$ cat src/sv/trs_pkg.sv
package trs_pkg;

    localparam int XW   = 15;
    localparam int YW   = 11;
    localparam int RW   = 9;
    localparam int CW   = 10;
    localparam int DYW  = 11;
    localparam int DXW  = XW + 1;
    localparam int P1W  = XW + DYW + 1;
    localparam int P2W  = DXW + DYW + 1;
    localparam int NUMW = P2W + 1;
    localparam int FRAC = 4;
    localparam int DENW = DYW + FRAC;
    localparam int QW   = 11;
    localparam int MAGW = DENW + QW;

    localparam int SETUP_STAGES = 3;
    localparam int STAGES       = SETUP_STAGES + QW + 1;

    localparam int VERT_W = XW + YW;
    localparam int IN_W   = 88;
    localparam int OUT_W  = 24;

    typedef struct packed {
        logic            hit;
        logic            neg;
        logic [MAGW-1:0] mag;
        logic [DENW-1:0] den;
    } div_in_t;

    typedef struct packed {
        logic          hit;
        logic          neg;
        logic [QW-1:0] quo;
    } lane_res_t;

endpackage

$ cat src/sv/trs_div_pipe.sv
module trs_div_pipe (
    input  logic                     clk,
    input  logic [trs_pkg::QW-1:0]   en,
    input  trs_pkg::div_in_t         din,
    output trs_pkg::lane_res_t       dout
);

    logic [trs_pkg::MAGW-1:0] rem_reg [trs_pkg::QW-1];
    logic [trs_pkg::DENW-1:0] den_reg [trs_pkg::QW-1];
    logic [trs_pkg::QW-1:0]   quo_reg [trs_pkg::QW];
    logic                     neg_reg [trs_pkg::QW];
    logic                     hit_reg [trs_pkg::QW];

    for (genvar i = 0; i < trs_pkg::QW; i++)
    begin : g_stage
        localparam int B = trs_pkg::QW - 1 - i;

        logic [trs_pkg::MAGW-1:0] rem_in;
        logic [trs_pkg::DENW-1:0] den_in;
        logic [trs_pkg::QW-1:0]   quo_in;
        logic                     neg_in;
        logic                     hit_in;
        logic [trs_pkg::MAGW-1:0] dsh;
        logic                     ge;

        if (i == 0)
        begin : g_first
            assign rem_in = din.mag;
            assign den_in = din.den;
            assign quo_in = '0;
            assign neg_in = din.neg;
            assign hit_in = din.hit;
        end
        else
        begin : g_next
            assign rem_in = rem_reg[i-1];
            assign den_in = den_reg[i-1];
            assign quo_in = quo_reg[i-1];
            assign neg_in = neg_reg[i-1];
            assign hit_in = hit_reg[i-1];
        end

        assign dsh = trs_pkg::MAGW'(den_in) << B;
        assign ge  = rem_in >= dsh;

        always_ff @(posedge clk)
        begin
            if (en[i])
            begin
                quo_reg[i] <= quo_in | (trs_pkg::QW'(ge) << B);
                neg_reg[i] <= neg_in;
                hit_reg[i] <= hit_in;
            end
        end

        if (i < trs_pkg::QW - 1)
        begin : g_rem
            always_ff @(posedge clk)
            begin
                if (en[i])
                begin
                    rem_reg[i] <= ge ? rem_in - dsh : rem_in;
                    den_reg[i] <= den_in;
                end
            end
        end
    end

    assign dout.hit = hit_reg[trs_pkg::QW-1];
    assign dout.neg = neg_reg[trs_pkg::QW-1];
    assign dout.quo = quo_reg[trs_pkg::QW-1];

endmodule

$ cat config.mk
export PLATFORM = sky130hd
export DESIGN_NAME = trs_div_pipe
export DESIGN_NICKNAME = d
export VERILOG_FILES = /design/src/sv/trs_pkg.sv /design/src/sv/trs_div_pipe.sv
export SDC_FILE = /design/constraint.sdc
export NUM_CORES = 1
export LEC_CHECK = 0
export BUFFER_PORTS_ARGS = -buffer_cell sky130_fd_sc_hd__buf_2
export CORE_UTILIZATION = 50
export DETAILED_ROUTE_END_ITERATION = 12
export GPL_TIMING_DRIVEN = 0
export PLACE_DENSITY = 0.67
export SLEW_MARGIN = 40
export SYNTH_ARGS = -nofsm -noshare
export SYNTH_HDL_FRONTEND = slang
export SYNTH_SLANG_ARGS = --single-unit
$ cat constraint.sdc
create_clock -name clk -period 3.6 [get_ports clk]
set_input_delay 0.36 -clock clk [delete_from_list [all_inputs] [get_ports clk]]
set_output_delay 0.36 -clock clk [all_outputs]
set_load 0.01 [all_outputs]
# After elaboration in Yosys (flattened, before gate mapping)
# Memory sizes are Yosys's and may differ from the RTL's.
# Index checks and enable logic that the tools add are counted.
# totals
regBits,0
elab_cells,68
n_memories,5
mem_bits_rw,553
input_bits,55
out_inout_bits,13
# mem_list
name,depth,width,read_ports,rd_clocked_by_memory_dff,write_ports,line,text
rem_reg,10,26,10,0,10,trs_div_pipe.sv:8,logic [trs_pkg::MAGW-1:0] rem_reg [trs_pkg::QW-1];
den_reg,10,15,10,0,10,trs_div_pipe.sv:9,logic [trs_pkg::DENW-1:0] den_reg [trs_pkg::QW-1];
quo_reg,11,11,11,0,11,trs_div_pipe.sv:10,logic [trs_pkg::QW-1:0] quo_reg [trs_pkg::QW];
hit_reg,11,1,11,0,11,trs_div_pipe.sv:12,logic hit_reg [trs_pkg::QW];
neg_reg,11,1,11,0,11,trs_div_pipe.sv:11,logic neg_reg [trs_pkg::QW];
# op_classes
n_mux,32
bitwise,10
addsub,10
n_lt_le_gt_ge,11
# op_table
cell,n
$mux W26,10
$ge A26 B15 Y1,1
$ge A26 B16 Y1,1
$ge A26 B17 Y1,1
$ge A26 B18 Y1,1
$ge A26 B19 Y1,1
$ge A26 B20 Y1,1
$ge A26 B21 Y1,1
$ge A26 B22 Y1,1
$ge A26 B23 Y1,1
$ge A26 B24 Y1,1
$ge A26 B25 Y1,1
$sub A26 B16 Y26,1
$sub A26 B17 Y26,1
$sub A26 B18 Y26,1
$sub A26 B19 Y26,1
$sub A26 B20 Y26,1
$sub A26 B21 Y26,1
$sub A26 B22 Y26,1
$sub A26 B23 Y26,1
$sub A26 B24 Y26,1
$sub A26 B25 Y26,1
$mux W1,22
$or A11 B1 Y11,1
other kinds (9),9

# Longest topological paths before layout
# An unclocked memory read counts as a cell.
# logic_depth
ltp_word,3
mapped_depth,14
depth_no_buf,12

# Worst setup path before layout
# OpenSTA, ideal clock, no wires.
# synth_timing
path_kind,flip-flop to flip-flop
start,memory rem_reg[3][6] (netlist name)
end,memory rem_reg[4][7] (netlist name) (data pin)
path_buffers,1
path_slack_ps,483
t_arrival_ps,2857
setup_ps,260
path_stages_with_launch,12
path_cell_list,edfxtp_1 > inv_1 > ha_1 > inv_1 > fa_1 > a21o_1 > a21o_1 > a2111oi_1 > o21ai_1 > a211oi_1 > buf_2 > mux2_2
# synth_rtl
item,line
"start, declared",trs_div_pipe.sv:8

==> run summary <==
Final setup vio count: 0
Peak supply drop: 372 uV
Power per Cell Area: 726 nW/um2
Number of global-route vias before repair: 17,600
Clk buf depth: 3
Die Y-Extent: 229 um
DR DRC count: 0
Largest net degree at the start of global routing: 54
Nets: 2,549
Leakage Power: 11.3 nW
Share of layout cells above drive strength 1: 8.67%
WS Path Type: reg2reg
Worst clock skew: 0.0143 ns
CTS Sinks: 498
Initial Util: 51.1%
Synth area leader: edfxtp_1
Post-Place Setup Slack: -0.201 ns
Post-route insts no fill: 3,037
Antenna fix cells: 0
Final WS setup: 0.105 ns
Cell with the most instances after synthesis: edfxtp_1
Max Freq: 0.286 GHz
Post-synthesis cell area: 25,900 um2
Dpl cells: 2,907
Worst-Skew Late Latency: 0.60 ns
Unique masters post-synth: 81
Area Overhead vs Synth: 13.1%
Fin. Hold Viols: 0
Crit end category: flip-flop
Filler cells: 4,094
Number of synthesized flops with an enable pin: 498
Total CTS buffers: 55
Post-Synthesis Cells: 2,168
Post-synth top cells: edfxtp_1 (498), inv_1 (206), ha_1 (165), nand2_1 (164), o21ai_0 (132)
Avg WL per Cell: 17.1 um
FF-to-FF path depth: 12
DR iter-0 viols: 766
First-pass GRT wire length: 84.3 mm
Post-Route WL: 52.0 mm
Avg Inst Size Synth: 11.9 um2
CTS root buffer: clkbuf_16
Share of the synthesized area in the top cell type: 57.8%
GRT Total Usage: 20.0%
Worst hold slack: 0.0933 ns
Yosys warning total: 0
Post-DP HPWL: 40.2 mm
First drt pass iteration count: 5
Asr flop ratio synth: 0%
Worst path cell trace: inv_1 > ha_1 > inv_1 > fa_1 > a211o_1 > a21oi_1 > o21ai_1 > a211oi_2 > nor2b_1 > buf_2 > buf_2 > mux2_1
Slew @ Worst Pin: 0.729 ns
Final period utilization: 97.1%
Startpoint type of the worst setup path: flip-flop
Status: complete, no violations
Vias/cell: 5.47
Slew margin rel.: 51.0%
Reg area: 15,000 um2
Post-route minimum period: 3.50 ns
Slowest CP cell: fa_1
GRT Residual Overflow: 0
Gpl congestion: 0.938
Max-slew violation count: 0
Routed via count: 16,600
Max reg flops: 260
CTS clk-pin slew, worst paths: 0.06 ns
Worst hold stages: 2
Largest cells by area after synthesis: edfxtp_1 (58%), ha_1 (8.0%), inv_1 (3.0%), xnor2_1 (2.9%), o21ai_0 (2.6%)
Ys flop type: edfxtp_1
Max-cap violations: 0
Final core utilization: 57.8%
Setup bufs post-CTS: 0
Hold Path Class: in2reg
H-tree level count: 2
Worst path max stage delay: 0.42 ns
Required @ worst endpoint: 3.95 ns
# port buffers: 67
Crit path DAT: 3.85 ns
Antenna violations before repair: 0
Clock tree from TritonCTS: built
Syn_nets: 2,398
Seq/Total Area, Yosys: 57.8%
Row count: 82
Final ANT Viol Nets: 0
Die area: 52,600 um2
CP max FO: 10
Core box area: 50,600 um2
Die X: 229 um
Yosys reg bits: 498
Multi-input logic area: 10,000 um2
Io pins: 68
-- logic make-up after synthesis --
logic type                 after synthesis  synth area share, %
muxes                                   29                 1.24
DFF                                    498                 57.8
AOI/OAI and AO/OA                      516                 12.7
buffers and inverters                  252                 3.73
xor gates and xnor gates               158                 5.38
and+or+nand+nor                        540                 10.4
adders and majority gates              175                 8.76
-- cell usage in the layout (no fill, tap or decap), types with 7 or more instances in the layout --
cell           instances
a211oi_1              14
or4_1                 14
o21ai_0              131
nor3_1                49
nand2b_1              35
o21bai_1              10
ha_1                 164
buf_2                 64
dlygate4sd3_1         27
nand3_1               33
buf_4                 13
a21o_1                66
mux2_2                19
clkbuf_1              40
clkinv_1              16
nor2_1               114
a31oi_1               11
o21a_1                37
bufinv_16              7
o211ai_1               8
clkbuf_16             56
edfxtp_1             498
nand4_1               20
xor2_1                70
nand2_1              164
o21ai_1               18
o31ai_1               18
xnor2_1               87
nor4b_1                8
nor2b_1               33
inv_1                206
fa_1                  10
nor4_1                23
a21oi_1              128
o31a_1                 8
or3_1                  8
-- report_power, final --
part	switching [W]	internal, W	leakage, nW
clock network	0.00219	0.00334	0.867
logic	0.00399	0.00297	5.63
registers	0.000688	0.00805	4.81
total	0.00687	0.0144	11.3
-- cell type report --
class                      instances  share of cell area (%)
timing repair buffer              94                    2.16
multi-input combinational       1418                    34.3
clock inverter                    36                    1.25
clock buffer                      67                    4.93
tap                              672                    2.88
buffer                            44                   0.650
inverter                         208                    2.67
sequential                       498                    51.1
-- critical path: cells and delay by family, from the launching register on --
kind	cells	cell delay (ns)
DFF	1	0.39
buffers and inverters	4	0.57
adders and majority gates	2	0.57
muxes	1	0.35
and+or+nand+nor	1	0.17
AOI/OAI and AO/OA	4	1.17
-- per-layer routing --
metal	wire length, um	vias up	track usage (%)	share of wire, %
met5	0	-	0	0
met4	3330	0	12.6	6.4
met3	1580	175	3.25	3.0
met2	29300	340	40.9	56
met1	17700	7792	17.6	34
li1	-	8307	-	-
-- through the flow --
| step | area [um2] | setup TNS, ns | total power, W |
|---|---|---|---|
| floorplan | 25900 | 0 | 0.0139 |
| global placement | 27000 | -5.02 | 0.0155 |
| detailed placement | 27100 | -2.58 | 0.0156 |
| CTS | 29200 | 0 | 0.0213 |
| global route | 29200 | -0.000413 | 0.0225 |
| finish | 29200 | 0 | 0.0212 |
-- what timing repair did --
item	in CTS	in global routing
gates resized for setup	6	18
pin swaps	0	1
endpoints found under the setup margin	31	65
hold endpoints to repair	27	0
hold buffers	27	0
-- path summary, 6_finish.rpt --
check	startpoint	to	slack, ns
hold reg to reg	quo_reg[5][8]	quo_reg[6][8]	0.41
hold / removal	din[38]	rem_reg[0][23]	0.09
setup reg to reg	rem_reg[7][2]	rem_reg[8][3]	0.10
setup / recovery	rem_reg[7][2]	rem_reg[8][3]	0.10
(Power assumes the default switching activity.)
