===== src/sv/trs_pkg.sv =====
package trs_pkg;

    localparam int XW   = 15;
    localparam int YW   = 11;
    localparam int RW   = 9;
    localparam int CW   = 10;
    localparam int DYW  = 11;
    localparam int DXW  = XW + 1;
    localparam int P1W  = XW + DYW + 1;
    localparam int P2W  = DXW + DYW + 1;
    localparam int NUMW = P2W + 1;
    localparam int FRAC = 4;
    localparam int DENW = DYW + FRAC;
    localparam int QW   = 11;
    localparam int MAGW = DENW + QW;

    localparam int SETUP_STAGES = 3;
    localparam int STAGES       = SETUP_STAGES + QW + 1;

    localparam int VERT_W = XW + YW;
    localparam int IN_W   = 88;
    localparam int OUT_W  = 24;

    typedef struct packed {
        logic            hit;
        logic            neg;
        logic [MAGW-1:0] mag;
        logic [DENW-1:0] den;
    } div_in_t;

    typedef struct packed {
        logic          hit;
        logic          neg;
        logic [QW-1:0] quo;
    } lane_res_t;

endpackage


===== src/sv/trs_merge.sv =====
module trs_merge #(
    parameter int SCREEN_COLS = 640
) (
    input  logic                            clk,
    input  logic                            en,
    input  trs_pkg::lane_res_t [2:0]        lanes,
    output logic [trs_pkg::CW-1:0]          span_start,
    output logic [trs_pkg::CW-1:0]          span_end,
    output logic                            span_empty
);

    localparam logic [trs_pkg::QW-1:0] COLS = trs_pkg::QW'(SCREEN_COLS);

    logic [trs_pkg::QW-1:0] xc [3];
    logic [trs_pkg::QW-1:0] lo;
    logic [trs_pkg::QW-1:0] hi;
    logic                   any;

    logic [trs_pkg::CW-1:0] start_reg;
    logic [trs_pkg::CW-1:0] end_reg;
    logic                   empty_reg;

    always_comb
    begin
        lo  = '1;
        hi  = '0;
        any = 1'b0;
        for (int k = 0; k < 3; k++)
        begin
            // clamp to the screen: a negative x lands on column zero
            if (lanes[k].neg)
                xc[k] = '0;
            else if (lanes[k].quo > COLS)
                xc[k] = COLS;
            else
                xc[k] = lanes[k].quo;
            if (lanes[k].hit)
            begin
                any = 1'b1;
                if (xc[k] < lo)
                    lo = xc[k];
                if (xc[k] > hi)
                    hi = xc[k];
            end
        end
    end

    always_ff @(posedge clk)
    begin
        if (en)
        begin
            start_reg <= any ? lo[trs_pkg::CW-1:0] : COLS[trs_pkg::CW-1:0];
            end_reg   <= any ? hi[trs_pkg::CW-1:0] : '0;
            empty_reg <= !any;
        end
    end

    assign span_start = start_reg;
    assign span_end   = end_reg;
    assign span_empty = empty_reg;

endmodule


===== config.mk =====
export PLATFORM = sky130hd
export DESIGN_NAME = trs_merge
export DESIGN_NICKNAME = d
export VERILOG_FILES = /design/src/sv/trs_pkg.sv /design/src/sv/trs_merge.sv
export SDC_FILE = /design/constraint.sdc
export NUM_CORES = 1
export LEC_CHECK = 0
export ABC_AREA = 1
export BUFFER_PORTS_ARGS = -buffer_cell sky130_fd_sc_hd__buf_2
export CAP_MARGIN = 30
export CORE_ASPECT_RATIO = 1.5
export CORE_MARGIN = 2
export CORE_UTILIZATION = 60
export DETAILED_ROUTE_END_ITERATION = 16
export PLACE_DENSITY = 0.87
export SYNTH_ARGS = -nofsm -noshare
export SYNTH_HDL_FRONTEND = slang
export SYNTH_SLANG_ARGS = --single-unit

===== constraint.sdc =====
create_clock -name clk -period 7.27 [get_ports clk]
set_input_delay 0.727 -clock clk [delete_from_list [all_inputs] [get_ports clk]]
set_output_delay 0.727 -clock clk [all_outputs]
set_load 0.01 [all_outputs]

# --- Word-level counts from Yosys, hierarchy flattened ---
# Cells that the tools add are included.
op_classes:
  reduce_logical: 1
  muxes: 21
  n_lt_le_gt_ge: 9
op_table:
  columns: ["operator", "count"]
  rows:
  - ["11-bit two-way mux", 14]
  - ["10-bit two-way mux", 4]
  - ["11-bit by 10-bit > comparator with 1-bit output (second input constant)", 3]
  - ["11-bit > comparator", 2]
  - ["11-bit less-than comparator", 2]
  - ["11-bit by 1-bit > comparator with 1-bit output (second input constant)", 1]
  - ["11-bit less-than comparator (second input constant)", 1]
  - ["1-bit two-way mux", 3]
  - ["1-bit zero test", 1]
totals:
  wordCells: 34
  out_inout_bits: 21
  input_bits: 41
  reg_bits: 21

# --- Logic depth before layout (Yosys ltp) ---
depth:
  word_depth: 12
  depth_mapped: 30
  ltp_nobuf: 28

# --- Worst setup path before layout ---
# Ideal clock, no wire load.
synth_path:
  path_kind: "input port to flip-flop"
  startpoint: "input port lanes[14] (netlist bit)"
  endpoint: "register start_reg, in the netlist span_start[8], data pin"
  setup_slack_ns: 2.591
  stages: 29
  t_arrival_ns: 4.424
  setup_ns: 0.255
  path_cell_list: "nor2_1 > nand3_1 > nor2_1 > nand2_1 > nand2_2 > inv_2 > nor2_1 > inv_2 > nor2_1 > ha_1 > nand2_1 > inv_1 > o21ai_1 > nand4_1 > nor2_2 > nand2_2 > clkbuf_1 > o21ai_1 > inv_1 > ha_1 > a21oi_1 > nor2_1 > a211oi_1 > nor2_1 > nor3b_1 > buf_2 > nand3_1 > nand2_1 > nor2_1"
synth_via:
  elab_chain_cells: 9
synth_lines:
  columns: ["item", "line", "text"]
  rows:
  - ["start, declared", "trs_merge.sv:6", "input trs_pkg::lane_res_t [2:0] lanes,"]
  - ["11-bit by 10-bit > comparator with 1-bit output", "trs_merge.sv:33", "else if (lanes[k].quo > COLS)"]
  - ["11-bit two-way mux *", "trs_merge.sv:33", null]
  - ["11-bit two-way mux *", "trs_merge.sv:31", "if (lanes[k].neg)"]
  - ["11-bit less-than comparator", "trs_merge.sv:40", "if (xc[k] < lo)"]
  - ["11-bit two-way mux *", "trs_merge.sv:40", null]
  - ["11-bit two-way mux *", "trs_merge.sv:37", "if (lanes[k].hit)"]
  - ["11-bit less-than comparator", "trs_merge.sv:40", null]
  - ["10-bit two-way mux", "trs_merge.sv:40", null]
  - ["10-bit two-way mux *", "trs_merge.sv:37", null]
  - ["end signal, assigned", "trs_merge.sv:52", "start_reg <= any ? lo[trs_pkg::CW-1:0] : COLS[trs_pkg::CW-1:0];"]
  - ["end, declared", "trs_merge.sv:19", "logic [trs_pkg::CW-1:0] start_reg;"]
# Every way passes the cells marked *; elsewhere a longest branch is shown, timed or not.
# A chain may end at the register's enable or synchronous reset.

# --- Final worst setup path ---
layout_path:
  startpoint: "input port lanes[14] (netlist bit)"
  endpoint: "register end_reg, in the netlist span_end[7], data pin"
layout_via:
  elab_chain_cells: 9
layout_lines:
  columns: ["item", "line", "text"]
  rows:
  - ["11-bit by 10-bit > comparator with 1-bit output", "trs_merge.sv:33", null]
  - ["11-bit two-way mux *", "trs_merge.sv:33", null]
  - ["11-bit two-way mux *", "trs_merge.sv:31", null]
  - ["11-bit > comparator", "trs_merge.sv:42", "if (xc[k] > hi)"]
  - ["11-bit two-way mux *", "trs_merge.sv:42", null]
  - ["11-bit two-way mux *", "trs_merge.sv:37", null]
  - ["11-bit > comparator", "trs_merge.sv:42", null]
  - ["10-bit two-way mux", "trs_merge.sv:42", null]
  - ["10-bit two-way mux *", "trs_merge.sv:37", null]
  - ["end signal, assigned", "trs_merge.sv:53", "end_reg <= any ? hi[trs_pkg::CW-1:0] : '0;"]
  - ["end, declared", "trs_merge.sv:20", "logic [trs_pkg::CW-1:0] end_reg;"]
# Marks and branches as above.

==> summary.txt <==
Run
  • MaxCap Viol Count: 0

Clocking
  • Reg clk slew, reported paths: 0.07 ns
  • CTS tree: done
  • Post-cts gate resize count: 0
  • Clk root buf: clkbuf_8
  • Hold Buf Count CTS: 0
  • Longest Clk Path Bufs: 2
  • Total CTS buffers: 3
  • Setup bufs post-CTS: 0
  • H-tree Lvls: 1
  • Clk sinks: 21

Global route
  • First-pass GRT wire length: 11.3 mm
  • Largest net degree at the start of global routing: 22
  • Gr ovfl total: 0
  • Initial antenna violation count: 0
  • Overall Global Routing Usage: 28.5%
  • Vias in the first global route: 2,698

STA
  • Unrepaired setup endpoints after global routing: false
  • Post-layout min period: 5.34 ns
  • Slew margin rel.: 57.1%
  • Max Freq: 0.187 GHz
  • Final Max Tran Viols: 0
  • Final Hold Viols: 0
  • Final setup viols: 0
  • Final worst-path cycle share: 73.4%
  • Worst-Margin Slew: 0.641 ns
  • Total negative slack: 0 ns

Logic synthesis
  • Post-synth EDFFs: 21
  • Synthesized flop and latch total: 21
  • Synth async-reset ratio: 0%
  • Synth Warn #: 0
  • Top post-synthesis cells by count: nand2_1, inv_1, ha_1, nor2_1, a21oi_1
  • Largest area contributor in the netlist: edfxtp_1
  • Syn Inst Count: 407
  • Sequential-to-total area share from yosys stat: 23.3%
  • Top cells by area, synth: edfxtp_1, ha_1, nand2_1
  • Cell area after synthesis: 0.00271 sq mm
  • Synthesized area per cell: 6.65 sq um
  • Most common cell in the netlist: nand2_1
  • Synth unique cells: 35
  • Synth top area share: 23.3%
  • Top_reg_cell synth: edfxtp_1

Route
  • Pre-antenna DRT Iters: 10
  • Antenna-violating nets left: 0
  • WL per Instance: 13.4 um
  • # DRC: 3
  • Vias per Instance: 5.56
  • Vias post-DR: 2,848
  • Final WL: 6.87 mm
  • DR iter-0 viols: 73

Critical path
  • CP Class: in2reg
  • Critical path data arrival time: 5.36 ns
  • Worst Setup Start Kind: primary input
  • Slowest stage cell, crit path: nand3_1
  • Critical Path Fanout Max: 20
  • Most used cell, CP: nand2_1
  • Crit-path max cell delay: 0.48 ns
  • Worst setup EP type: flip-flop
  • Worst endpoint required time: 7.29 ns

Cells and area
  • Post-Layout Cell Count: 512
  • FF+latch area: 631 sq um
  • Synth-to-layout area growth: 13.6%
  • Finished Cell Area: 0.00308 sq mm
  • Final #Nets: 550
  • Share of layout cells above drive strength 1: 18.0%
  • Fillers: 357
  • Multi-input gate area: 0.00177 sq mm
  • N_diodes: 0

Pwr
  • Total power: 427 uW
  • Pwr per Cell Area: 139 mW/mm^2
  • VDD IR max: 0.0758 mV
  • Leak: 0.00175 uW

Die
  • Row count: 29
  • Core box area: 0.00428 sq mm
  • Die Ht: 86.3 um
  • Ports: 62
  • Starting Density: 63.2%
  • DIE AREA: 0.00508 sq mm
  • Die W: 58.9 um

Placed design
  • Port Buf Inserts: 61
  • Placed cells: 508
  • RePlAce Congestion: 0.965
  • Detail Placement HPWL: 5.85 mm
  • Area after DPL: 0.00303 sq mm

Run status
  • Failing checks: design-rule violations
  • Status: finished, violations left

Hold path
  • Hold Path Class: in2reg
## worst max-delay path, delay by kind of cell
family,cells,cell delay [ns]
compound gates,8,1.16
fa+ha+maj,2,0.56
buf+inv,4,0.28
simple gates,14,2.62
## layout make-up
| class | count | area share, % |
|---|---|---|
| Clock buffer | 3 | 1.34 |
| Clock inverter | 1 | 0.163 |
| Inverter | 68 | 8.30 |
| Multi-Input combinational cell | 311 | 57.7 |
| Sequential cell | 21 | 20.5 |
| Tap cell | 46 | 1.87 |
| Timing Repair Buffer | 62 | 10.2 |
## power by group
part	internal, uW	switching, uW
Combinational	71.7	118
Clock	38.3	39.5
Sequential	155	3.70
Total	265	162
## cell usage in the layout, fill, tap and decap left out, drive strengths merged
master and n:
nand2 96, a31oi 1, nand4 6, clkinv 1, clkbuf 3, nand3 17, nor4 3, o2111ai 1
nor2 44, a21oi 34, o41ai 1, ha 42, o21a 2, o21ai 42, nor3b 1, and2 1
a21o 1, inv 68, a211oi 1, buf 62, edfxtp 21, conb 6, or2 2, nand3b 1
nor3 9
## per-layer routing
metal / part of all wire, % / global-route usage [%] / vias up
li1: - / - / 1464
met1: 38 / 29.8 / 1272
met2: 53 / 54.2 / 89
met3: 3.9 / 2.54 / 23
met4: 4.4 / 14.5 / 0
met5: 0 / 0 / -
## stage by stage
step | hold WS (ns) | util, % | worst slack, ns
3_3_place_gp | 1.09 | 70.8 | 1.78
3_5_place_dp | 1.09 | 70.8 | 1.70
6_report | 0.817 | 71.9 | 1.93
4_1_cts | 0.815 | 71.9 | 1.98
5_1_grt | 0.826 | 71.9 | 1.39
2_1_floorplan | 0.839 | - | 2.59
## state kept, by name (all words and copies together) (netlist names)
name        count
span_start     10
span_end       10
span_empty      1
## path summary, 6_finish.rpt
path                  start  depth (start not counted)           to  slack, ns
hold / removal    lanes[38]                          2   span_empty       0.82
setup / recovery  lanes[14]                         28  span_end[7]       1.93
## logic make-up after synthesis
family          count (synthesis)  synth area share (%)
fa+ha+maj                      42                  19.4
compound gates                 83                  16.2
flops                          21                  23.3
other cells                     2                 0.277
simple gates                  180                  29.1
buf+inv                        79                  11.7
(Power assumes the default switching activity.)
