## config.mk

```make
export PLATFORM = sky130hd
export DESIGN_NAME = trs_edge_setup
export DESIGN_NICKNAME = d
export VERILOG_FILES = /design/src/sv/trs_pkg.sv /design/src/sv/trs_edge_setup.sv
export SDC_FILE = /design/constraint.sdc
export NUM_CORES = 1
export LEC_CHECK = 0
export BUFFER_PORTS_ARGS = -buffer_cell sky130_fd_sc_hd__buf_2
export CELL_PAD_IN_SITES_DETAIL_PLACEMENT = 1
export CELL_PAD_IN_SITES_GLOBAL_PLACEMENT = 1
export CORE_MARGIN = 2
export CORE_UTILIZATION = 54
export CTS_CLUSTER_DIAMETER = 200
export DETAILED_ROUTE_END_ITERATION = 8
export MAX_ROUTING_LAYER = met4
export PLACE_DENSITY_LB_ADDON = 0.1
export SYNTH_ARGS = -nofsm -noshare
export SYNTH_HDL_FRONTEND = slang
export SYNTH_SLANG_ARGS = --single-unit
```

## constraint.sdc

```tcl
create_clock -name clk -period 10.6 [get_ports clk]
set_input_delay 2.12 -clock clk [delete_from_list [all_inputs] [get_ports clk]]
set_output_delay 2.12 -clock clk [all_outputs]
set_load 0.01 [all_outputs]
```

## src/sv/trs_pkg.sv

```systemverilog
package trs_pkg;

    localparam int XW   = 15;
    localparam int YW   = 11;
    localparam int RW   = 9;
    localparam int CW   = 10;
    localparam int DYW  = 11;
    localparam int DXW  = XW + 1;
    localparam int P1W  = XW + DYW + 1;
    localparam int P2W  = DXW + DYW + 1;
    localparam int NUMW = P2W + 1;
    localparam int FRAC = 4;
    localparam int DENW = DYW + FRAC;
    localparam int QW   = 11;
    localparam int MAGW = DENW + QW;

    localparam int SETUP_STAGES = 3;
    localparam int STAGES       = SETUP_STAGES + QW + 1;

    localparam int VERT_W = XW + YW;
    localparam int IN_W   = 88;
    localparam int OUT_W  = 24;

    typedef struct packed {
        logic            hit;
        logic            neg;
        logic [MAGW-1:0] mag;
        logic [DENW-1:0] den;
    } div_in_t;

    typedef struct packed {
        logic          hit;
        logic          neg;
        logic [QW-1:0] quo;
    } lane_res_t;

endpackage

```

## src/sv/trs_edge_setup.sv

```systemverilog
module trs_edge_setup (
    input  logic                               clk,
    input  logic [trs_pkg::SETUP_STAGES-1:0]   en,
    input  logic signed [trs_pkg::XW-1:0]      x0,
    input  logic signed [trs_pkg::YW-1:0]      y0,
    input  logic signed [trs_pkg::XW-1:0]      x1,
    input  logic signed [trs_pkg::YW-1:0]      y1,
    input  logic [trs_pkg::RW-1:0]             row,
    input  logic                               row_ok,
    output trs_pkg::div_in_t                   dout
);

    logic                              swap;
    logic signed [trs_pkg::XW-1:0]     xa_c;
    logic signed [trs_pkg::XW-1:0]     xb_c;
    logic signed [trs_pkg::YW:0]       ya_e;
    logic signed [trs_pkg::YW:0]       yb_e;
    logic signed [trs_pkg::YW:0]       r_s;
    logic signed [trs_pkg::YW:0]       dy_c;
    logic signed [trs_pkg::YW:0]       t_c;
    logic signed [trs_pkg::DXW-1:0]    dx_c;
    logic                              hit_c;

    logic signed [trs_pkg::XW-1:0]     xa_reg;
    logic [trs_pkg::DYW-1:0]           dy0_reg;
    logic [trs_pkg::DYW-1:0]           t_reg;
    logic signed [trs_pkg::DXW-1:0]    dx_reg;
    logic                              hit0_reg;

    logic signed [trs_pkg::P1W-1:0]    p1_reg;
    logic signed [trs_pkg::P2W-1:0]    p2_reg;
    logic [trs_pkg::DYW-1:0]           dy1_reg;
    logic                              hit1_reg;

    logic signed [trs_pkg::NUMW-1:0]   num_c;
    logic signed [trs_pkg::NUMW-1:0]   abs_c;
    trs_pkg::div_in_t                  dout_reg;

    // orient the edge from its upper to its lower vertex
    assign swap = y0 > y1;
    assign xa_c = swap ? x1 : x0;
    assign xb_c = swap ? x0 : x1;
    assign ya_e = swap ? {y1[trs_pkg::YW-1], y1} : {y0[trs_pkg::YW-1], y0};
    assign yb_e = swap ? {y0[trs_pkg::YW-1], y0} : {y1[trs_pkg::YW-1], y1};
    assign r_s  = $signed({{(trs_pkg::YW + 1 - trs_pkg::RW){1'b0}}, row});
    assign dy_c = yb_e - ya_e;
    assign t_c  = r_s - ya_e;
    assign dx_c = {xb_c[trs_pkg::XW-1], xb_c} - {xa_c[trs_pkg::XW-1], xa_c};
    assign hit_c = row_ok && (y0 != y1) && (r_s >= ya_e) && (r_s <= yb_e);

    always_ff @(posedge clk)
    begin
        if (en[0])
        begin
            xa_reg   <= xa_c;
            dy0_reg  <= dy_c[trs_pkg::DYW-1:0];
            t_reg    <= t_c[trs_pkg::DYW-1:0];
            dx_reg   <= dx_c;
            hit0_reg <= hit_c;
        end
    end

    always_ff @(posedge clk)
    begin
        if (en[1])
        begin
            p1_reg   <= trs_pkg::P1W'(xa_reg) * trs_pkg::P1W'($signed({1'b0, dy0_reg}));
            p2_reg   <= trs_pkg::P2W'(dx_reg) * trs_pkg::P2W'($signed({1'b0, t_reg}));
            dy1_reg  <= dy0_reg;
            hit1_reg <= hit0_reg;
        end
    end

    assign num_c = {{(trs_pkg::NUMW - trs_pkg::P1W){p1_reg[trs_pkg::P1W-1]}}, p1_reg}
                 + {{(trs_pkg::NUMW - trs_pkg::P2W){p2_reg[trs_pkg::P2W-1]}}, p2_reg};
    assign abs_c = num_c[trs_pkg::NUMW-1] ? -num_c : num_c;

    always_ff @(posedge clk)
    begin
        if (en[2])
        begin
            dout_reg.hit <= hit1_reg;
            dout_reg.neg <= num_c[trs_pkg::NUMW-1];
            dout_reg.mag <= abs_c[trs_pkg::MAGW-1:0];
            dout_reg.den <= {dy1_reg, {trs_pkg::FRAC{1'b0}}};
        end
    end

    assign dout = dout_reg;

endmodule

```

* After elaboration in Yosys (flattened, before gate mapping)
Index checks and enable logic that the tools add are counted.
Word-level totals: output and inout bits 43, input bits 66, word-level logic and storage cells 32, register bits after elaboration 160
Cells by class: add/sub/neg operators 5, reduce and logical (&&, ||, !) cells 3, magnitude comparators 3, $mul 2, equality and inequality tests 1, multiplexer cells 5
Operator list (count):
- 2-to-1 mux 15 bit | 2
- adder 27 x 28 -> 29 bit | 1
- multiplier 16 x 12 -> 28 bit | 1
- multiplier 15 x 12 -> 27 bit | 1
- 2-to-1 mux 26 bit | 1
- negation 26 bit | 1
- 2-to-1 mux 12 bit | 2
- subtractor 15 x 15 -> 16 bit | 1
- greater-or-equal comparator 10 x 12 -> 1 bit | 1
- <= comparator 10 x 12 -> 1 bit | 1
- > comparator 11 bit | 1
- != test 11 bit | 1
- subtractor 10 x 11 -> 11 bit | 1
- subtractor 11 bit | 1
- logical AND 1 bit | 3

* Longest topological paths before layout
Gate-level depths: netlist of run 1.
word-level depth 5, mapped depth 28, mapped depth without buffers 23

* Worst setup path before layout of run 1
Ideal clock, no wire load.
path kind input port to flip-flop, start point input y1[6] (netlist name), end point register hit0_reg (data pin), cell stages on the path 27, required time 10.331 ns, library setup time 0.269 ns, path buffers 7, arrival time 6.388 ns, setup slack 3.943 ns, cell sequence inv_1 ha_1 buf_4 nand4_4 a21o_1 a211oi_2 or2_1 buf_6 buf_6 buf_2 clkbuf_1 buf_2 clkbuf_1 nand2_1 o21ai_0 ha_1 inv_1 fa_1 a21o_1 a21oi_1 nor2_1 nor2_1 o21ai_0 a21oi_1 o41ai_1 a211oi_1 a2111oi_0
On the way: word-level cells in the longest chain between the ends 5, elaborated cells between the ends (all ways) 9, classes of those cells 3 x order compare; 1 x eq/ne; 2 x mux; 3 x reduce/logical
Ends and longest elaborated chain:
- start, declared | line trs_edge_setup.sv:7 | input logic signed [trs_pkg::YW-1:0] y1,
- > comparator 11 bit | line trs_edge_setup.sv:40 | assign swap = y0 > y1;
- 2-to-1 mux 12 bit | line trs_edge_setup.sv:43 | assign ya_e = swap ? {y1[trs_pkg::YW-1], y1} : {y0[trs_pkg::YW-1], y0};
- greater-or-equal comparator 10 x 12 -> 1 bit | line trs_edge_setup.sv:49 | assign hit_c = row_ok && (y0 != y1) && (r_s >= ya_e) && (r_s <= yb_e);
- logical AND 1 bit | line trs_edge_setup.sv:49
- logical AND 1 bit * | line trs_edge_setup.sv:49
- via hit_c | line trs_edge_setup.sv:22 | logic hit_c;
- end signal, assigned | line trs_edge_setup.sv:59 | hit0_reg <= hit_c;
- end, declared | line trs_edge_setup.sv:28 | logic hit0_reg;
The timed path passes the listed nets; every way through them passes the cells marked *. A chain may end at the register's enable or synchronous reset.

* Worst setup path after layout of run 1
start point register t_reg[8] (netlist name), end point register p2_reg[27] (netlist name) (data pin)
On the way: word-level cells in the longest chain between the ends 1
Ends and longest elaborated chain:
- start, declared | line trs_edge_setup.sv:26 | logic [trs_pkg::DYW-1:0] t_reg;
- start signal, assigned | line trs_edge_setup.sv:57 | t_reg <= t_c[trs_pkg::DYW-1:0];
- multiplier 16 x 12 -> 28 bit | line trs_edge_setup.sv:68 | p2_reg <= trs_pkg::P2W'(dx_reg) * trs_pkg::P2W'($signed({1'b0, t_reg}));
- end signal, assigned | line trs_edge_setup.sv:68
- end, declared | line trs_edge_setup.sv:31 | logic signed [trs_pkg::P2W-1:0] p2_reg;
No other way between the ends.

==> results.txt, run 1 <==
* Run status: complete, no violations
- Vertical die dimension: 207 um
- Final Hold Fails: 0
* Post-layout net count: 2,983
- After filler insertion, the fill cell instance count of the layout stands at 4,634.
* Most area-consuming cells after synthesis: sky130_fd_sc_hd__fa_1, sky130_fd_sc_hd__edfxtp_1, sky130_fd_sc_hd__ha_1
- Critical Path End Type: register
* Number of max-capacitance violations reported: 0
* Total congestion overflow after global routing: 0
- CTS built an H-tree with a depth of 4.
* Final critical-path required period: 6.63 ns
- Endpoint required time on the critical path: 10.80 ns
* Kind of start point of the critical path: register
* Final HPWL DP: 50,700 um
- For the final database, setup skew stands at 0.0136 ns.
- After the first detailed-routing iteration, the DRC count stood at 877.
- The path class of the tightest hold or removal check is reg -> reg.
* Number of synthesized flops with an enable pin: 160
* Number of rows in the core area: 74
- Largest fanout of any net on the critical path: 16
- The first global-routing pass estimated 101,000 um of wire.
- For this run, the number of Yosys warnings is 0.
- Pins over their slew limit: 0
- Effective utilization at floorplan: 54.6%
- Area leader, netlist: sky130_fd_sc_hd__fa_1
- Buffers placed on the I/O ports in this run total 104.
- Synthesis produced 2,368 cells.
* Antenna violations before repair: 8
- The detailed router placed 16,600 vias in this run.
- The most used flip-flop cell after synthesis is sky130_fd_sc_hd__edfxtp_1.
* Data arrival time of the critical path: 6.83 ns
- Worst-margin pin slew: 1.04 ns
- The number of global-route vias before repair came to 18,700.
- The mapped netlist covers 22,200 um^2.
- For this run, asynchronously set or reset flops after synthesis account for 0%.
- In this run the biggest area consumer among cell types represents 28.4% of the synthesized area.
* Share of the yosys chip area belonging to registers: 21.6%
- Number of distinct library cell variants in the gate-level netlist after synthesis: 83
* DR pass1 iterations: 5
* CTS Root Cell: sky130_fd_sc_hd__clkbuf_16
* Post-synthesis to final-layout area growth: 6.96%
- The clock reaches the later pin of the worst-skew pair after 0.47 ns.
* Overall global routing resource usage: 32.2%
* Placeable core region: 40,700 um^2
- After routing, the total negative slack on setup checks comes to 0 ns.
- Setup repair after global routing left no endpoint under its margin.
- Dividing the detail-routed wire length by the instance count gives 21.2 um.
- Based on the critical path, the design can be clocked at up to 151 MHz.
- TritonCTS built the clock tree.
- Number of nets still failing antenna checks after routing: 0
* Area of the die: 42,800 um^2
- In the final layout, the share of cells above drive strength 1 is 6.91%.
- The register with the most flip-flops in the layout has 39 of them.
- RePlAce Congestion: 0.913
- Post-synthesis average cell area: 9.39 um^2
- Hold repair after CTS inserted 0 buffers.
- In the routed design, unresolved DRC markers number 0.
- Minimum setup slack among reg-to-reg paths: 3.97 ns
- Number of register bits inferred by synthesis: 160
* Clock sink count: 160
- Using the TritonRoute via totals, the vias-per-cell ratio works out to 5.60.
- Headroom to the max-slew limit came out at 30.8%.
- Cts bufs inserted: 17
- Routed wire length: 63,000 um
- Entering global routing, the biggest net connects 68 pins.
* Number of buffers added for setup after CTS: 0
- In this run the count of I/O pins placed on the die edge is 109.
- Part of the cycle the worst path needs: 62.6%
- Worst-path clk slew: 0.08 ns
- Setup-failing EPs final: 0
* Maximum root-to-sink buffer count: 2
- Measured along the x axis, the die boundary spans 207 um.
- Gates resized, CTS repair: 0
* Type of the worst setup path: reg -> reg
-- through the flow --
stage               hold WS (ns)  instances  utilization (%)  instance area, um^2  setup slack [ns]
floorplan                  0.400       2371                -                22200              3.94
global placement           0.402       2933             56.8                23100              3.77
detailed placement         0.407       2933             56.8                23100              3.57
CTS                        0.418       2965             58.3                23800              3.96
global route               0.428       2972             58.4                23800              3.48
finish                     0.419       2972             58.4                23800              3.97
-- Yosys cell counts (all sizes together), types with 44 or more instances --
master and n:
edfxtp 160, inv 498, a21oi 88, o21ai 85, xnor2 89, clkbuf 66
fa 315, ha 182, and2 109, xor2 44, nand2 316, nor2 81
-- final timing paths --
path / endpoint / cells after the start / start
setup reg to reg: p2_reg[27] / 20 / t_reg[8]
hold reg to reg: dout[7] / 0 / dy1_reg[3]
hold / removal: dout[7] / 0 / dy1_reg[3]
setup / recovery: p2_reg[27] / 20 / t_reg[8]
-- placed cells by master (no fill, tap or decap), drive strengths merged, types with 6 or more instances in the layout --
cell	count
maj3	17
nand4	9
a31oi	16
or3	8
o21ai	85
fa	315
xnor2	89
a21boi	11
and2	109
o21a	17
clkbuf	17
xor2	44
nand2b	22
o21bai	7
or2	6
nor3	26
a21o	21
nand3b	6
o211ai	8
mux2i	13
buf	110
inv	505
and3	7
ha	182
o31ai	7
a21oi	88
a211oi	12
edfxtp	160
nand3	22
diode	7
nor2	81
nand2	316
nor2b	21
-- logic make-up after synthesis --
logic type               synth area share, %
flip-flops                              21.6
multiplexers                           0.642
adder cells (fa/ha/maj)                 39.4
XOR/XNOR                                5.24
other                                 0.0169
AO/OA/AOI/OAI                           9.25
buffers and inverters                   9.94
AND/OR/NAND/NOR                         13.9
-- worst max-delay path, cell delays in order (launching register included) --
cell and delay [ns]:
sky130_fd_sc_hd__edfxtp_1 0.84, sky130_fd_sc_hd__nand2_1 0.18, sky130_fd_sc_hd__fa_1 0.57, sky130_fd_sc_hd__inv_1 0.05, sky130_fd_sc_hd__fa_1 0.47, sky130_fd_sc_hd__fa_1 0.52
sky130_fd_sc_hd__fa_1 0.54, sky130_fd_sc_hd__inv_1 0.06, sky130_fd_sc_hd__fa_1 0.54, sky130_fd_sc_hd__inv_1 0.05, sky130_fd_sc_hd__ha_1 0.39, sky130_fd_sc_hd__a21o_1 0.21
sky130_fd_sc_hd__a21oi_1 0.14, sky130_fd_sc_hd__o221ai_1 0.15, sky130_fd_sc_hd__a21oi_1 0.32, sky130_fd_sc_hd__o2111ai_1 0.21, sky130_fd_sc_hd__a31oi_1 0.29, sky130_fd_sc_hd__nor2b_1 0.09
sky130_fd_sc_hd__o21a_1 0.20, sky130_fd_sc_hd__o41ai_1 0.34, sky130_fd_sc_hd__xnor2_1 0.19
-- cell type report --
class	count	area (um^2)	area share, %
well taps	532	666	2.80
multi-input cells	1633	15200	64.1
inverters	498	1870	7.86
clock inverters	15	196	0.826
clock buffers	17	425	1.79
diodes	7	17.5	0.0737
flip-flops and latches	160	4800	20.2
repair buffers	110	566	2.38
-- per-layer routing --
layer / GRT usage, % / part of all wire [%] / vias up
met5: - / 0 / -
met4: 11.1 / 3.4 / 0
met3: 4.55 / 4.2 / 99
met2: 55.7 / 51 / 413
met1: 38.5 / 42 / 8522
li1: - / - / 7612
Power of run 1 is left out: the tool's default activity adds up to more than one toggle a clock period on the data nets, which glitch-free logic cannot reach.
==> run 2, diff against run 1 <==
- CORE_UTILIZATION: 54 -> 45
- clock period: 10.6 -> 6 ns (I/O delays scaled with it)
==> run 2 against run 1 <==
Against the previous run: die area is 20% higher; clock-buffer cell count up 1; via count hardly changed; non-clock buffer count rose by 122; final cell count increased by 8.4%; global-route usage shrank 5.9 points; highest routed layer unchanged.
==> results.txt, run 2 (same netlist as run 1, synthesis figures left out) <==
- Run status: complete, no violations
- The worst register-to-register path ends at p1_reg[26].
- Hold timing on the final database bottoms out at a slack of 0.421 ns.
- RePlAce Congestion: 0.872
- Total congestion overflow after global routing: 0
* Clock sink count: 160
- Setup-failing EPs final: 0
- 109 I/O pins were placed.
- Highest attainable clock frequency: 174 MHz
- Flip-flop count of the largest register, all copies and words added: 39
- Worst path setup slack after routing: 0.241 ns
* Number of rows in the core area: 81
- Avg WL per Cell: 19.2 um
* Vias in the first global route: 18,600
* Relative slew margins: 28.9%
- Placeable core region: 48,800 um^2
- The count of nets left with antenna violations once routing finished came out at 0.
- For this block, the routed nets add up to 61,900 um of wire.
- Cell count of the worst reg-to-reg path: 18
* Ratio of cells with drive above 1 in the final layout: 12.1%
- The floorplan step set the die width to 226 um.
* Minimum setup slack among reg-to-reg paths: 0.24 ns
- The floorplan step defined a die boundary enclosing 51,200 um^2.
- CP endpoint: p1_reg[26]
- After routing, the total negative slack on setup checks comes to 0 ns.
- For the pin with the worst max-slew slack, the measured transition is 1.07 ns.
- The number of pins with negative max-slew slack in the final report was 0.
- At the end of the flow the core is filled with cells to 51.3%.
- Counting the buffers created by CTS gives 17.
- In the routed design, unresolved DRC markers number 0.
- Data arrival time of the critical path: 6.00 ns
* Maximum root-to-sink buffer count: 2
- Part of the cycle the worst path needs: 96.0%
* Post-synthesis to final-layout area growth: 12.7%
- For the final database, setup skew stands at 0.0137 ns.
- Final critical-path required period: 5.76 ns
* Cell-by-cell listing of the critical path: buf_4 > and2_1 > fa_1 > fa_1 > fa_1 > fa_1 > inv_1 > fa_1 > inv_1 > ha_1 > nand4_1 > nor2_1 > a2111oi_2 > buf_4 > a2bb2oi_2 > a211oi_1 > a211oi_1 > xnor2_1
- Vertical die dimension: 226 um
- Summed over all nets, the half-perimeter wirelength after detailed placement is 51,600 um.
- Clock tree synthesis selected as its root buffer the cell sky130_fd_sc_hd__clkbuf_16.
- Most common cell after layout, fill and taps aside: sky130_fd_sc_hd__inv_1
- Type of the worst setup path: reg -> reg
- Worst-path clk slew: 0.07 ns
* Worst reg2reg startpoint: dy0_reg[5]
- Overall global routing resource usage: 26.3%
* Worst slack after detailed placement: -0.187 ns
- STA classifies the critical path endpoint as a register.
- The clock reaches the later pin of the worst-skew pair after 0.49 ns.
- Effective utilization at floorplan: 45.5%
- In the routed layout, each cell is associated on average with a via count of 5.17.
- The first global-routing pass estimated 99,500 um of wire.
* Most Frequent Cell on Critical Path: sky130_fd_sc_hd__fa_1
- The final layout contains 3,105 nets.
- Before antenna repair, the detailed router went through 5 iterations.
- Largest incremental delay on the critical path: 0.59 ns
* Largest fanout of any net on the critical path: 10
* Final Hold Fails: 0
- The path class of the tightest hold or removal check is reg -> reg.
* CTS tree: done
- STA classifies the critical path startpoint as a register.
* Largest net degree at the start of global routing: 68
* Endpoint required time on the critical path: 6.24 ns
- In the layout the commonest cells are sky130_fd_sc_hd__inv_1, sky130_fd_sc_hd__fa_1, sky130_fd_sc_hd__nand2_1, sky130_fd_sc_hd__ha_1, sky130_fd_sc_hd__edfxtp_1.
- Across the run, the number of max-cap violations was 0.
* Unrepaired setup endpoints after global routing: true
* Vias: 16,700
- The number of antenna violations at the first check in global routing was 6.
- For this block, the initial DRC count from the detailed router was 780.
* Number of buffers added on ports: 104
* Worst setup startpoint: dy0_reg[5]
- Cell at the slowest stage of the critical path: sky130_fd_sc_hd__fa_1
- H-tree level count: 4
## run 2: critical path, delay by kind of cell (launching register included)
| family | cells | cell delay (ns) |
|---|---|---|
| AOI/OAI and AO/OA | 4 | 0.96 |
| xor gates and xnor gates | 1 | 0.11 |
| DFF | 1 | 0.55 |
| and+or+nand+nor | 3 | 0.42 |
| adders and majority gates | 6 | 2.97 |
| buffers and inverters | 4 | 0.50 |
## run 2: per-stage QoR
| step | instance area, um^2 | instances |
|---|---|---|
| 6_report | 25100 | 3223 |
| 2_1_floorplan | 22200 | 2371 |
| 3_5_place_dp | 23800 | 3127 |
| 3_3_place_gp | 23800 | 3127 |
| 4_1_cts | 24600 | 3176 |
| 5_1_grt | 25000 | 3222 |
## run 2: layout make-up
| class | instances | area [um^2] |
|---|---|---|
| fillers | 5672 | 23800 |
| flip-flops and latches | 160 | 4800 |
| clock inverters | 14 | 204 |
| clock buffers | 18 | 429 |
| inverters | 498 | 1870 |
| diodes | 4 | 10.0 |
| multi-input cells | 1633 | 15300 |
| repair buffers | 232 | 1570 |
| well taps | 664 | 831 |
## run 2: per-layer routing
layer / wire length [um] / track usage, % / vias up
met1: 27500 / 33.0 / 8474
met5: 0 / - / -
met4: 833 / 5.33 / 0
met3: 2250 / 3.55 / 46
met2: 31300 / 45.5 / 282
li1: - / - / 7858
## run 2: how the worst min path moves through the flow
stage | startpoint | end | cells after the start
CTS | dy1_reg[0] | dout[4] | 0
finish | dy1_reg[6] | dout[10] | 0
global route | dy1_reg[0] | dout[4] | 0
floorplan | dy1_reg[6] | dout[10] | 0
detailed placement | hit0_reg | hit1_reg | 0
global placement | dy1_reg[1] | dout[5] | 0
## run 2: timing repair
action,4_1_cts,5_1_grt
buffers inserted,17,43
hold buffers,0,0
cloned,0,0
setup endpoints to repair,7,18
resized for setup,2,35
pin swaps,0,10
Power of run 2 is left out for the same reason.
